`src/hw/rtl/bta_pkg.sv`:
```
// Package for the binary to ASCII number converter.
// Holds the transaction types, the sequencer states, ASCII constants and the digit helper.
// No dependencies.
package bta_pkg;

   // widths of the datapath
   localparam int unsigned VALUE_W    = 32;
   localparam int unsigned BCD_DIGITS = 10;
   localparam int unsigned BCD_W      = 4 * BCD_DIGITS;
   localparam int unsigned CHAR_W     = 7;

   // ASCII codes
   localparam logic [CHAR_W-1:0] CHAR_ZERO  = 7'h30;
   localparam logic [CHAR_W-1:0] CHAR_UPPER = 7'h41;
   localparam logic [CHAR_W-1:0] CHAR_MINUS = 7'h2D;

   // conversion modes
   localparam logic MODE_DEC = 1'b0;
   localparam logic MODE_HEX = 1'b1;

   typedef struct packed {
      logic               mode;
      logic [VALUE_W-1:0] value;
   } req_type;

   typedef struct packed {
      logic [CHAR_W-1:0] character;
      logic              last;
   } rsp_type;

   typedef enum logic [2:0] {
      ST_IDLE,
      ST_CONVERT,
      ST_LOCATE,
      ST_SIGN,
      ST_DIGITS
   } state_type;

   // one digit (0..15) to its ASCII code, uppercase letters above nine
   function automatic logic [CHAR_W-1:0] digit_char(input logic [3:0] d);
      logic [CHAR_W-1:0] ext;
      ext = {3'b000, d};
      if (d < 4'd10) begin
         digit_char = CHAR_ZERO + ext;
      end else begin
         digit_char = CHAR_UPPER + ext - 7'd10;
      end
   endfunction

endpackage

```
`src/hw/rtl/binary_to_ascii_number_converter_unit.sv`:
```
// Top level of the binary to ASCII number converter.
// Sequencer, digit buffer and character output; uses bta_pkg and bta_dabble_step.
//
//   channel  ports                       direction  transfer
//   request  start, busy, req_payload    in         start && !busy
//   response rsp_strobe, rsp_payload     out        rsp_strobe, one char per cycle
//
// Decimal: load, 32 shift-add-3 iterations of the shared BCD step, locate the leading
// digit, then one character per cycle (up to 11).
// Hex: load, locate, then up to 8 characters.
// busy is high from the accepting edge until the final character is registered.
// Reset is synchronous and clears the sequencer and the response strobe.
// The receiver cannot stall; each character is on the ports for exactly one cycle.
module binary_to_ascii_number_converter_unit (
   input  logic             clock,
   input  logic             reset,
   input  logic             start,
   output logic             busy,
   input  bta_pkg::req_type req_payload,
   output logic             rsp_strobe,
   output bta_pkg::rsp_type rsp_payload
);

   bta_pkg::state_type state_ff, state_in;
   logic [4:0]                    count_ff, count_in;
   logic [bta_pkg::VALUE_W-1:0]   shift_ff, shift_in;
   logic [bta_pkg::BCD_W-1:0]     bcd_ff, bcd_in;
   logic [3:0]                    ptr_ff, ptr_in;
   logic                          neg_ff, neg_in;
   logic                          rsp_strobe_ff, rsp_strobe_in;
   bta_pkg::rsp_type              rsp_ff, rsp_in;

   logic [bta_pkg::BCD_W-1:0]     bcd_step;
   logic [3:0]                    lead_idx;
   logic                          accept;

   assign accept = start && (state_ff == bta_pkg::ST_IDLE);

   // shared conversion step
   bta_dabble_step u_step (
      .bcd_cur  (bcd_ff),
      .bit_in   (shift_ff[bta_pkg::VALUE_W-1]),
      .bcd_next (bcd_step)
   );

   // highest nonzero digit, zero when the number is zero
   always_comb begin
      lead_idx = 4'd0;
      for (int i = 0; i < bta_pkg::BCD_DIGITS; i++) begin
         if (bcd_ff[4*i +: 4] != 4'd0) begin
            lead_idx = i[3:0];
         end
      end
   end

   // next state
   always_comb begin
      state_in = state_ff;
      case (state_ff)
         bta_pkg::ST_IDLE: begin
            if (start) begin
               if (req_payload.mode == bta_pkg::MODE_HEX) begin
                  state_in = bta_pkg::ST_LOCATE;
               end else begin
                  state_in = bta_pkg::ST_CONVERT;
               end
            end
         end
         bta_pkg::ST_CONVERT: begin
            if (count_ff == 5'd0) begin
               state_in = bta_pkg::ST_LOCATE;
            end
         end
         bta_pkg::ST_LOCATE: begin
            if (neg_ff) begin
               state_in = bta_pkg::ST_SIGN;
            end else begin
               state_in = bta_pkg::ST_DIGITS;
            end
         end
         bta_pkg::ST_SIGN: begin
            state_in = bta_pkg::ST_DIGITS;
         end
         bta_pkg::ST_DIGITS: begin
            if (ptr_ff == 4'd0) begin
               state_in = bta_pkg::ST_IDLE;
            end
         end
         default: begin
            state_in = bta_pkg::ST_IDLE;
         end
      endcase
   end

   // datapath and outputs
   always_comb begin
      count_in      = count_ff;
      shift_in      = shift_ff;
      bcd_in        = bcd_ff;
      ptr_in        = ptr_ff;
      neg_in        = neg_ff;
      rsp_strobe_in = 1'b0;
      rsp_in        = rsp_ff;
      case (state_ff)
         bta_pkg::ST_IDLE: begin
            if (start) begin
               count_in = 5'd31;
               if (req_payload.mode == bta_pkg::MODE_HEX) begin
                  // hex digits are the nibbles themselves
                  neg_in   = 1'b0;
                  shift_in = req_payload.value;
                  bcd_in   = {{(bta_pkg::BCD_W - bta_pkg::VALUE_W){1'b0}},
                              req_payload.value};
               end else begin
                  neg_in   = req_payload.value[bta_pkg::VALUE_W-1];
                  bcd_in   = '0;
                  if (req_payload.value[bta_pkg::VALUE_W-1]) begin
                     shift_in = ~req_payload.value + 32'd1;
                  end else begin
                     shift_in = req_payload.value;
                  end
               end
            end
         end
         bta_pkg::ST_CONVERT: begin
            bcd_in   = bcd_step;
            shift_in = {shift_ff[bta_pkg::VALUE_W-2:0], 1'b0};
            count_in = count_ff - 5'd1;
         end
         bta_pkg::ST_LOCATE: begin
            ptr_in = lead_idx;
         end
         bta_pkg::ST_SIGN: begin
            rsp_strobe_in    = 1'b1;
            rsp_in.character = bta_pkg::CHAR_MINUS;
            rsp_in.last      = 1'b0;
         end
         bta_pkg::ST_DIGITS: begin
            rsp_strobe_in    = 1'b1;
            rsp_in.character = bta_pkg::digit_char(bcd_ff[{ptr_ff, 2'b00} +: 4]);
            rsp_in.last      = (ptr_ff == 4'd0);
            ptr_in           = ptr_ff - 4'd1;
         end
         default: begin
            rsp_strobe_in = 1'b0;
         end
      endcase
   end

   // control registers
   always_ff @(posedge clock) begin
      if (reset) begin
         state_ff      <= bta_pkg::ST_IDLE;
         rsp_strobe_ff <= 1'b0;
      end else begin
         state_ff      <= state_in;
         rsp_strobe_ff <= rsp_strobe_in;
      end
   end

   // payload registers
   always_ff @(posedge clock) begin
      count_ff <= count_in;
      shift_ff <= shift_in;
      bcd_ff   <= bcd_in;
      ptr_ff   <= ptr_in;
      neg_ff   <= neg_in;
      rsp_ff   <= rsp_in;
   end

   assign busy        = (state_ff != bta_pkg::ST_IDLE);
   assign rsp_strobe  = rsp_strobe_ff;
   assign rsp_payload = rsp_ff;

   // an accepted transaction makes the unit busy on the next cycle
   a_accept_busy: assert property (@(posedge clock) disable iff (reset)
      accept |=> busy)
      else $error("unit not busy after accepting a transaction");

   // characters only come out of the sign and digit states
   a_strobe_src: assert property (@(posedge clock) disable iff (reset)
      rsp_strobe |-> ($past(state_ff) == bta_pkg::ST_SIGN ||
                      $past(state_ff) == bta_pkg::ST_DIGITS))
      else $error("response strobe without an emitting state");

   // the final character is followed by a quiet cycle
   a_last_gap: assert property (@(posedge clock) disable iff (reset)
      (rsp_strobe && rsp_payload.last) |=> !rsp_strobe)
      else $error("character emitted right after the final one");

   // the sign is never the final character
   a_sign_not_last: assert property (@(posedge clock) disable iff (reset)
      (rsp_strobe && rsp_payload.character == bta_pkg::CHAR_MINUS) |-> !rsp_payload.last)
      else $error("minus sign flagged as final character");

endmodule

```
`src/hw/rtl/bta_dabble_step.sv`:
```
// One shift-and-add-3 step of the binary to BCD conversion.
// Adjusts every BCD digit of five or more by three, then shifts in one binary bit.
// Depends on bta_pkg.
module bta_dabble_step (
   input  logic [bta_pkg::BCD_W-1:0] bcd_cur,
   input  logic                      bit_in,
   output logic [bta_pkg::BCD_W-1:0] bcd_next
);

   logic [bta_pkg::BCD_W-1:0] adjusted;

   // digit correction, all digits in parallel
   always_comb begin
      for (int i = 0; i < bta_pkg::BCD_DIGITS; i++) begin
         if (bcd_cur[4*i +: 4] >= 4'd5) begin
            adjusted[4*i +: 4] = bcd_cur[4*i +: 4] + 4'd3;
         end else begin
            adjusted[4*i +: 4] = bcd_cur[4*i +: 4];
         end
      end
   end

   // shift the next binary bit into the bottom digit
   assign bcd_next = {adjusted[bta_pkg::BCD_W-2:0], bit_in};

endmodule

```
`config.mk`:
```
export PLATFORM = sky130hd
export DESIGN_NAME = binary_to_ascii_number_converter_unit
export DESIGN_NICKNAME = d
export VERILOG_FILES = /design/src/hw/rtl/bta_pkg.sv /design/src/hw/rtl/binary_to_ascii_number_converter_unit.sv /design/src/hw/rtl/bta_dabble_step.sv
export SDC_FILE = /design/constraint.sdc
export NUM_CORES = 1
export LEC_CHECK = 0
export BUFFER_PORTS_ARGS = -buffer_cell sky130_fd_sc_hd__clkbuf_2
export CORE_UTILIZATION = 40
export DETAILED_ROUTE_END_ITERATION = 6
export SYNTH_ARGS = -nofsm -noshare
export SYNTH_HDL_FRONTEND = slang
export SYNTH_SLANG_ARGS = --single-unit
```
`constraint.sdc`:
```
create_clock -name clock -period 4.3 [get_ports clock]
set_input_delay 0.43 -clock clock [delete_from_list [all_inputs] [get_ports clock]]
set_output_delay 0.43 -clock clock [all_outputs]
set_load 0.05 [all_outputs]
```
[Yosys cells after proc, flatten, opt, wreduce, memory -nomap -nowiden]
Index checks and enable logic that the tools add are counted.
Word-level totals
  word-level logic and storage cells: 103
  register bits after elaboration: 94
  input bits: 36
  output and inout port bits: 10
Cells by class
  mux-type cells: 38
  reduce and logical (&&, ||, !) cells: 20
  add/sub/neg operators: 16
  order comparisons: 11
  bitwise logic cells: 1
  shift operators: 1
  eq/ne operators: 7
Operators by type and width (count)
  32-bit two-way mux: 4
  40-bit one-hot mux with 2 select lines: 1
  32-bit one-hot mux with 2 select lines: 1
  4-bit two-way mux: 15
  4-bit by 3-bit >= comparator with 1-bit output, second input constant: 10
  40-bit two-way mux: 1
  40-bit by 7-bit indexed part select with 4-bit output: 1
  4-bit by 2-bit adder with 4-bit output, second input constant: 9
  4-bit nonzero test: 9
  32-bit by 1-bit adder with 32-bit output, second input constant: 1
  32-bit inverter: 1
  8-bit one-hot mux with 2 select lines: 1
  3-bit two-way mux: 5
  3-bit one-hot mux with 5 select lines: 1
  5-bit one-hot mux with 2 select lines: 1
  4-bit one-hot mux with 2 select lines: 1
  6-bit by 4-bit adder with 7-bit output, first input constant: 1
  7-bit by 4-bit adder with 7-bit output, first input constant: 1
  7-bit two-way mux: 1
  7-bit by 4-bit subtractor with 7-bit output, second input constant: 1
  3-bit by 2-bit equality test with 1-bit output, second input constant: 2
  2-bit two-way mux: 3
  2-bit != test, second input constant: 3
  2-bit nonzero test: 3
  15 further kinds: 17

[Logic depth before layout (Yosys ltp)]
Gate-level depths: netlist of the first run.
  depth in word-level cells: 11
  mapped depth: 11
  gate-level depth less buffers: 9

[Cells and area by module]
Synthesis of the first run repeated with hierarchy kept, for this count alone.
Unflattened totals
  cells, all modules: 677
  area total of the unflattened synthesis: 6242.2 um2
Modules (own cells, without submodules)
  binary_to_ascii_number_converter_unit: area an instance 5241.3 um2, cells each 520, instances 1
  bta_dabble_step: area an instance 1001.0 um2, cells each 157, instances 1

[Worst setup path after synthesis of the first run]
OpenSTA, ideal clock, no wires.
  kind: flip-flop to flip-flop
  start: register state_ff[0]
  end: register bcd_ff[0] (netlist name), enable pin
  period minus slack after synthesis: 2531 ps
  data required time: 3898 ps
  cell stages (with the launch flop): 6
  path buffers: 2
  arrival: 2128 ps
  library setup time: 402 ps
  slack: 1769 ps
  cell sequence: dfxtp_1 clkbuf_1 inv_2 nor3_1 buf_2 or2_2
On the way
  word-level cells in the longest chain between the ends: 3
RTL lines
  start: declaration: line binary_to_ascii_number_converter_unit.sv:24  | bta_pkg::state_type state_ff, state_in;
  start signal: assignment: line binary_to_ascii_number_converter_unit.sv:153  | state_ff <= bta_pkg::ST_IDLE;
  start signal: assignment: line binary_to_ascii_number_converter_unit.sv:156  | state_ff <= state_in;
  3-bit by 1-bit equality test with 1-bit output or 3-bit logical NOT (tied branches): line binary_to_ascii_number_converter_unit.sv:104  | case (state_ff)
  2-bit nonzero test (no line) or 2-bit != test (tied branches)
  2-bit AND reduction (no line) (*)
  end signal: assignment: line binary_to_ascii_number_converter_unit.sv:165  | bcd_ff <= bcd_in;
  end: declaration: line binary_to_ascii_number_converter_unit.sv:27  | logic [bta_pkg::BCD_W-1:0] bcd_ff, bcd_in;
Every way passes the cells marked *; elsewhere a longest branch is shown, timed or not.
A chain may end at the register's enable or synchronous reset.

[Worst setup path in the final report of the first run]
  start: register ptr_ff[0]
  end: register rsp_ff, in the netlist rsp_payload[3] (data pin)
On the way
  word-level cells in the longest chain between the ends: 5
RTL lines
  start: declaration: line binary_to_ascii_number_converter_unit.sv:28  | logic [3:0] ptr_ff, ptr_in;
  start signal: assignment: line binary_to_ascii_number_converter_unit.sv:166  | ptr_ff <= ptr_in;
  40-bit by 7-bit indexed part select with 4-bit output (*): line binary_to_ascii_number_converter_unit.sv:140  | rsp_in.character = bta_pkg::digit_char(bcd_ff[{ptr_ff, 2'b00} +: 4]);
  7-bit by 4-bit adder with 7-bit output: line bta_pkg.sv:46  | digit_char = CHAR_UPPER + ext - 7'd10;
  7-bit by 4-bit subtractor with 7-bit output: line bta_pkg.sv:46
  7-bit two-way mux (*): line bta_pkg.sv:43  | if (d < 4'd10) begin
  8-bit one-hot mux with 2 select lines (*): line binary_to_ascii_number_converter_unit.sv:104
  end signal: assignment: line binary_to_ascii_number_converter_unit.sv:168  | rsp_ff <= rsp_in;
  end: declaration: line binary_to_ascii_number_converter_unit.sv:31  | bta_pkg::rsp_type rsp_ff, rsp_in;
Marked as above.

==> results by group, run 1 <==
Clock tree
  – CTS Buffer Depth: 2
  – Hold buffer count at CTS: 0
  – CTS Root Cell: clkbuf_16
  – Num Clock Sinks: 94
  – Clk slew on worst S/H paths: 0.06 ns
  – Post-CTS Setup Repair Bufs: 0
  – CTS buffer count: 9
  – CTS H-tree depth: 3
  – TritonCTS clock tree: yes
  – Worst-Skew Late Latency: 0.35 ns
  – PostCTS Resize Cnt: 0

Power and ir drop
  – Power Density: 440 nW/um^2
  – Clock Power Share: 25.2%
  – Combinational fraction of design power: 27.3%
  – Sequential share of power: 47.5%
  – Max VDD drop: 0.248 mV
  – LEAKAGE: 0.00244 uW
  – Psw: 981 uW
  – Switching part of the total power: 33.7%
  – Pint: 1930 uW

Die
  – Starting Density: 41.1%
  – Rows: 44
  – Die area: 15500 sq um
  – Die H: 124 um
  – Die Width: 124 um
  – IO Count: 46
  – CORE AREA: 14600 sq um

Synthesis
  – Post-synthesis sequential area ratio: 46.4%
  – Share of the synthesized area in the top cell type: 45.0%
  – Asr flop ratio synth: 0%
  – Largest family of logic cells by synthesized area: simple AND/OR/NAND/NOR gates
  – Complex-gate fraction of the synthesized area: 15.4%
  – #FFs+latches synth: 94
  – Mapped Cells: 632
  – Synth Area in Adders: 5.00%
  – Syn nets: 692
  – Primary FF master, synth: edfxtp_1
  – Post-Synth Simple-Gate Area: 18.3%
  – Syn. warnings: 0
  – Synth area leader: edfxtp_1
  – Synth top area cells: edfxtp_1, a21oi_1, ha_1
  – Syn_area_per_cell: 9.50 sq um
  – Synth Cell Area: 6000 sq um
  – XOR/XNOR Fraction of Synth Area: 7.44%
  – Post-synth EDFFs: 90
  – Cell variety after synth: 53
  – Mux cell area share after synthesis: 3.27%

Worst setup path
  – Critical R2R Launch: ptr_ff[0]$_DFFE_PP_
  – Slowest stage cell, crit path: edfxtp_1
  – Kind of critical path: register to register
  – CP Data Arrival Time: 2.82 ns
  – Critical path launch point type: register
  – WP buf/inv: 1
  – CP required: 4.52 ns
  – CP Cell Sequence: mux4_2, nand2b_1, a22o_1, ha_1, inv_1, nor4bb_1, a211o_1
  – R2r setup slk: 1.70 ns
  – RR Endpoint: rsp_payload[3]$_SDFFCE_PN1P_
  – Critical path's top delay family: flip-flops
  – Worst reg2reg path depth: 7
  – CP Max Fanout: 18
  – Setup crit end kind: register
  – Critical path's largest stage delay: 0.91 ns

Timing
  – Fmax: 385 MHz
  – Max-slew violation count: 0
  – Worst-Margin Slew: 1.12 ns
  – Setup-failing EPs final: 0
  – Fin crit share: 60.4%
  – Clock Skew: 0.0105 ns
  – RSZ-0062 raised after global routing: no
  – Min cycle time layout: 2.60 ns
  – Slew headroom: 25.2%
  – Final number of hold-violating endpoints: 0
  – Setup TNS: 0 ns

Route
  – First-pass DRT Iterations: 5
  – Post-Route WL: 13600 um
  – Wire per inst: 16.0 um
  – Vias/cell: 5.46
  – Total vias in the final route: 4626
  – DRC viols: 0
  – Starting DRT DRC Count: 373
  – Post-DRT Antenna Nets: 0

Layout
  – Fill cells: 1368
  – Most common cell after layout, fill and taps aside: edfxtp_1
  – Diode count: 0
  – Layout area overhead: 10.3%
  – Most frequent cells in the layout: edfxtp_1, a21oi_1, nor2_1
  – Footprint of the multi-input gates: 2980 sq um
  – Layout cells sized above 1: 11.0%
  – Final instance area: 6620 sq um
  – Final Util: 45.4%
  – Sequential Area: 2780 sq um
  – Final nets: 719

Placement
  – IO Port Bufs: 45
  – Dpl hpwl: 9480 um
  – Placer Congestion: 0.846
  – Area after DPL: 6360 sq um

GRT
  – Tot GR Track Use: 18.2%
  – Initial antenna violation count: 0
  – First-pass GRT wire length: 22600 um
  – Remaining Overflow, GRT: 0
  – Vias in the first global route: 4538
  – Largest net degree at the start of global routing: 78

Hold path
  – Hold Path Class: input port to register
  – Hold Path Stages: 2
  – Worst min-delay path endpoint: rsp_strobe$_SDFF_PP0_
  – Worst hold start: reset

Flow run
  – Max Cap Viol: 0

Run status
  – Outcome: completed
==> worst register-to-register path, delay by kind of cell, from the launching register on <==
kind                     cells  cell delay (ns)
AO/OA/AOI/OAI                2             0.32
adder cells (fa/ha/maj)      1             0.18
buffers and inverters        1             0.05
flip-flops                   1             0.91
multiplexers                 1             0.63
AND/OR/NAND/NOR              2             0.38
==> through the flow <==
stage               hold slack (ns)  worst slack, ns  power (uW)  cells
floorplan                     0.496             1.77        1970    632
global placement              0.507             1.53        2170    832
detailed placement            0.515             1.45        2190    832
CTS                           0.272             1.68        2930    848
global route                  0.281             1.52        3090    848
finish                        0.280             1.70        2910    848
==> cell families after synthesis <==
| kind of cell | count (synthesis) |
|---|---|
| buffers and inverters | 65 |
| DFF | 94 |
| muxes | 17 |
| and+or+nand+nor | 215 |
| xor gates and xnor gates | 51 |
| AOI/OAI and AO/OA | 166 |
| adders and majority gates | 24 |
==> registers in the layout (all words and copies together) (netlist names) <==
register and count:
shift_ff 32, count_ff 5, neg_ff 1, rsp_strobe 1
ptr_ff 4, rsp_payload 8, state_ff 3, bcd_ff 40
==> worst max-delay path by stage <==
stage	cells past startpoint	startpoint	to	slack, ns
after global placement	6	req_payload[32]	shift_ff[15]$_DFFE_PP_	1.53
after floorplan	5	state_ff[0]$_SDFFE_PP0P_	bcd_ff[0]$_DFFE_PP_	1.77
after detailed placement	6	req_payload[32]	shift_ff[15]$_DFFE_PP_	1.45
after CTS	4	state_ff[0]$_SDFFE_PP0P_	shift_ff[22]$_DFFE_PP_	1.68
final	7	ptr_ff[0]$_DFFE_PP_	rsp_payload[3]$_SDFFCE_PN1P_	1.70
after global routing	9	ptr_ff[0]$_DFFE_PP_	rsp_payload[3]$_SDFFCE_PN1P_	1.52
==> layer usage <==
metal  vias to the layer above  global-route usage, %  wire [um]
met2                        93                   28.1       6110
met1                      2189                   25.4       6730
met3                        15                   4.08        538
met5                         -                      0          0
li1                       2329                      -          -
met4                         0                   5.32        192
==> cell usage after synthesis, drive strengths merged, types with 2 or more instances <==
| cell | instances |
|---|---|
| or4 | 6 |
| o21ai | 63 |
| nor4 | 5 |
| a211oi | 2 |
| or2 | 2 |
| buf | 14 |
| clkbuf | 17 |
| o31ai | 9 |
| xnor2 | 34 |
| o22ai | 9 |
| nand2 | 46 |
| mux4 | 2 |
| a21oi | 64 |
| nand3b | 2 |
| nor3 | 10 |
| nand2b | 19 |
| inv | 34 |
| a21o | 2 |
| dfxtp | 4 |
| a31oi | 5 |
| and2 | 2 |
| nor3b | 17 |
| nand3 | 39 |
| edfxtp | 90 |
| nor2 | 59 |
| o21bai | 3 |
| nand4 | 2 |
| mux2i | 14 |
| o41ai | 2 |
| ha | 24 |
| xor2 | 17 |
| and3 | 3 |
==> power groups by stage <==
| stage | Combinational (uW) | Sequential (uW) | Clock, uW |
|---|---|---|---|
| after floorplan | 618 | 1350 | 0 |
| after global routing | 903 | 1400 | 784 |
| after detailed placement | 794 | 1400 | 0 |
| after global placement | 773 | 1390 | 0 |
| after CTS | 800 | 1380 | 753 |
| final | 796 | 1380 | 734 |
==> cell type report <==
cell class / instances / area share [%]
Multi-Input combinational cell: 473 / 45.0
Sequential cell: 94 / 42.0
Timing Repair Buffer: 47 / 3.63
Clock buffer: 12 / 3.57
Tap cell: 184 / 3.48
Inverter: 34 / 1.93
Clock inverter: 4 / 0.359
No activity file was read; power rests on OpenSTA's default activity.
==> run 2: changes to the inputs <==
==> constraint.sdc (replaced) <==
create_clock -name clock -period 2.3 [get_ports clock]
set_input_delay 0.23 -clock clock [delete_from_list [all_inputs] [get_ports clock]]
set_output_delay 0.23 -clock clock [all_outputs]
set_load 0.05 [all_outputs]
==> results by group, run 2 (synthesis gave the netlist of run 1 again) <==
Placement
  – Dpl hpwl: 10100 um (+6.1%)
  – Placer Congestion: 0.839 (-0.84%)
  – IO Port Bufs: 45 (unchanged)
  – Pre-CTS WS: 0.0378 ns (-1.41 ns)

Worst setup path
  – Critical path launch point type: register
  – CP Max Fanout: 9 (-9)
  – Kind of critical path: register to register
  – R2r setup slk: 0.08 ns (-1.62 ns)
  – Critical R2R Launch: ptr_ff[1]$_DFFE_PP_
  – Setup crit end kind: register
  – CP required: 2.41 ns (-2.11 ns)
  – RR Endpoint: rsp_payload[7]$_SDFFCE_PN0P_
  – Worst reg2reg path depth: 10 (+3)
  – CP Data Arrival Time: 2.33 ns (-0.49 ns)

Layout
  – Diode count: 0 (unchanged)
  – Most common cell after layout, fill and taps aside: edfxtp_1
  – Most frequent cells in the layout: edfxtp_1, a21oi_1, nor2_1
  – Final Util: 47.0% (+1.6 points)
  – Final nets: 741 (+3.1%)
  – Layout area overhead: 14.3%
  – Largest reg by FF count: bcd_ff
  – Layout cells sized above 1: 14.3% (+3.3 points)
  – Max FFs per register: 40 (unchanged)

Die
  – CORE AREA: 14600 sq um (unchanged)
  – Die H: 124 um (unchanged)
  – IO Count: 46 (unchanged)
  – Die area: 15500 sq um (unchanged)
  – Starting Density: 41.1% (unchanged)
  – Die Width: 124 um (unchanged)
  – Rows: 44 (unchanged)

Hold path
  – Hold Path Stages: 2 (unchanged)
  – Worst min-delay path endpoint: state_ff[2]$_SDFFE_PP0P_
  – Worst hold start: reset
  – Hold Path Class: input port to register

Timing
  – Clock Skew: 0.00700 ns (-0.00350 ns)
  – Fmax: 451 MHz (+17%)
  – Setup WS post-layout: 0.0831 ns (-1.62 ns)
  – Final number of hold-violating endpoints: 0 (unchanged)
  – Setup-failing EPs final: 0 (unchanged)
  – Min cycle time layout: 2.22 ns (-0.379 ns)
  – Setup TNS: 0 ns (unchanged)
  – Fin crit share: 96.4% (+36 points)
  – Max-slew violation count: 0 (unchanged)
  – Slew headroom: 24.9% (-0.28 points)
  – Worst-Margin Slew: 1.11 ns (-0.00763 ns)

Route
  – Vias/cell: 5.50 (+0.74%)
  – First-pass DRT Iterations: 5 (unchanged)
  – Starting DRT DRC Count: 500 (+34%)
  – Post-DRT Antenna Nets: 0 (unchanged)
  – Post-Route WL: 13900 um (+2.2%)
  – Wire per inst: 16.0 um (-0.35%)
  – DRC viols: 0 (unchanged)
  – Total vias in the final route: 4781 (+3.4%)

Power and ir drop
  – Max VDD drop: 0.454 mV (+83%)
  – Power Density: 814 nW/um^2 (+85%)
  – Combinational fraction of design power: 28.9% (+1.6 points)
  – Switching part of the total power: 34.0% (+0.35 points)
  – Pint: 3680 uW (+91%)
  – Tot Pwr: 5590 uW (+92%)
  – LEAKAGE: 0.00257 uW (+5.5%)
  – Clock Power Share: 25.3% (about the same)
  – Sequential share of power: 45.7% (-1.8 points)
  – Psw: 1900 uW (+94%)

GRT
  – Tot GR Track Use: 18.4% (+0.21 points)
  – First-pass GRT wire length: 22800 um (+0.70%)
  – Initial antenna violation count: 0 (unchanged)
  – Largest net degree at the start of global routing: 60 (-23%)
  – Vias in the first global route: 4536 (-0.044%)
  – Remaining Overflow, GRT: 0 (unchanged)

Clock tree
  – Hold buffer count at CTS: 0 (unchanged)
  – CTS Buffer Depth: 2 (unchanged)
  – Worst-Skew Late Latency: 0.36 ns (about the same)
  – CTS H-tree depth: 3 (unchanged)
  – CTS buffer count: 9 (unchanged)
  – TritonCTS clock tree: yes
  – Clk slew on worst S/H paths: 0.06 ns (about the same)
  – CTS Root Cell: clkbuf_16
  – Num Clock Sinks: 94 (unchanged)

Flow run
  – Max Cap Viol: 0 (unchanged)

Run status
  – Outcome: completed
[run 2: final cells by class]
cell class | count | area, sq um
Clock buffer | 10 | 229
Clock inverter | 6 | 37.5
Fill cell | 1343 | 7730
Inverter | 34 | 128
Multi-Input combinational cell | 473 | 2980
Sequential cell | 94 | 2780
Tap cell | 184 | 230
Timing Repair Buffer | 69 | 468
[run 2: per-layer routing]
metal	vias up	GRT usage (%)	share of wire (%)
met5	-	0	0
met3	13	3.91	5.0
met4	0	6.17	1.1
li1	2381	-	-
met1	2275	25.1	48
met2	112	28.9	45
[run 2: repair_timing]
item	CTS	global route
setup endpoints to repair	0	1
setup buffers	0	1
gates resized for setup	0	1
endpoints found under the hold margin	0	0
[run 2: metrics by stage]
step / cell area, sq um / cells / hold WS, ns
4_1_cts: 6850 / 869 / 0.0568
3_5_place_dp: 6580 / 853 / 0.429
6_report: 6860 / 870 / 0.0654
3_3_place_gp: 6580 / 853 / 0.425
5_1_grt: 6860 / 870 / 0.0666
2_1_floorplan: 6000 / 632 / 0.302
[run 2: power groups by stage]
stage	clock network (uW)	registers [uW]	logic [uW]
6_report	1410	2550	1620
3_3_place_gp	0	2580	1570
3_5_place_dp	0	2590	1610
2_1_floorplan	0	2520	1160
5_1_grt	1500	2600	1820
4_1_cts	1440	2550	1620
[run 2: how the worst max path moves through the flow]
stage	from	to	slack (ns)	cells after the start
after detailed placement	req_payload[10]	shift_ff[28]$_DFFE_PP_	0.04	7
after global placement	req_payload[1]	shift_ff[25]$_DFFE_PP_	0.08	7
after floorplan	ptr_ff[0]$_DFFE_PP_	rsp_payload[7]$_SDFFCE_PN0P_	0.14	9
after CTS	ptr_ff[1]$_DFFE_PP_	rsp_payload[7]$_SDFFCE_PN0P_	0.09	10
after global routing	ptr_ff[0]$_DFFE_PP_	rsp_payload[7]$_SDFFCE_PN0P_	-0.02	8
final	ptr_ff[1]$_DFFE_PP_	rsp_payload[7]$_SDFFCE_PN0P_	0.08	10
[run 2: critical path, stage by stage, from the launching register on]
cell,delay (ns)
edfxtp_1,0.48
buf_12,0.17
mux2i_1,0.25
o22ai_1,0.11
o21bai_1,0.23
nand2_1,0.10
inv_1,0.07
ha_1,0.17
inv_1,0.07
a21o_1,0.16
and3_1,0.16
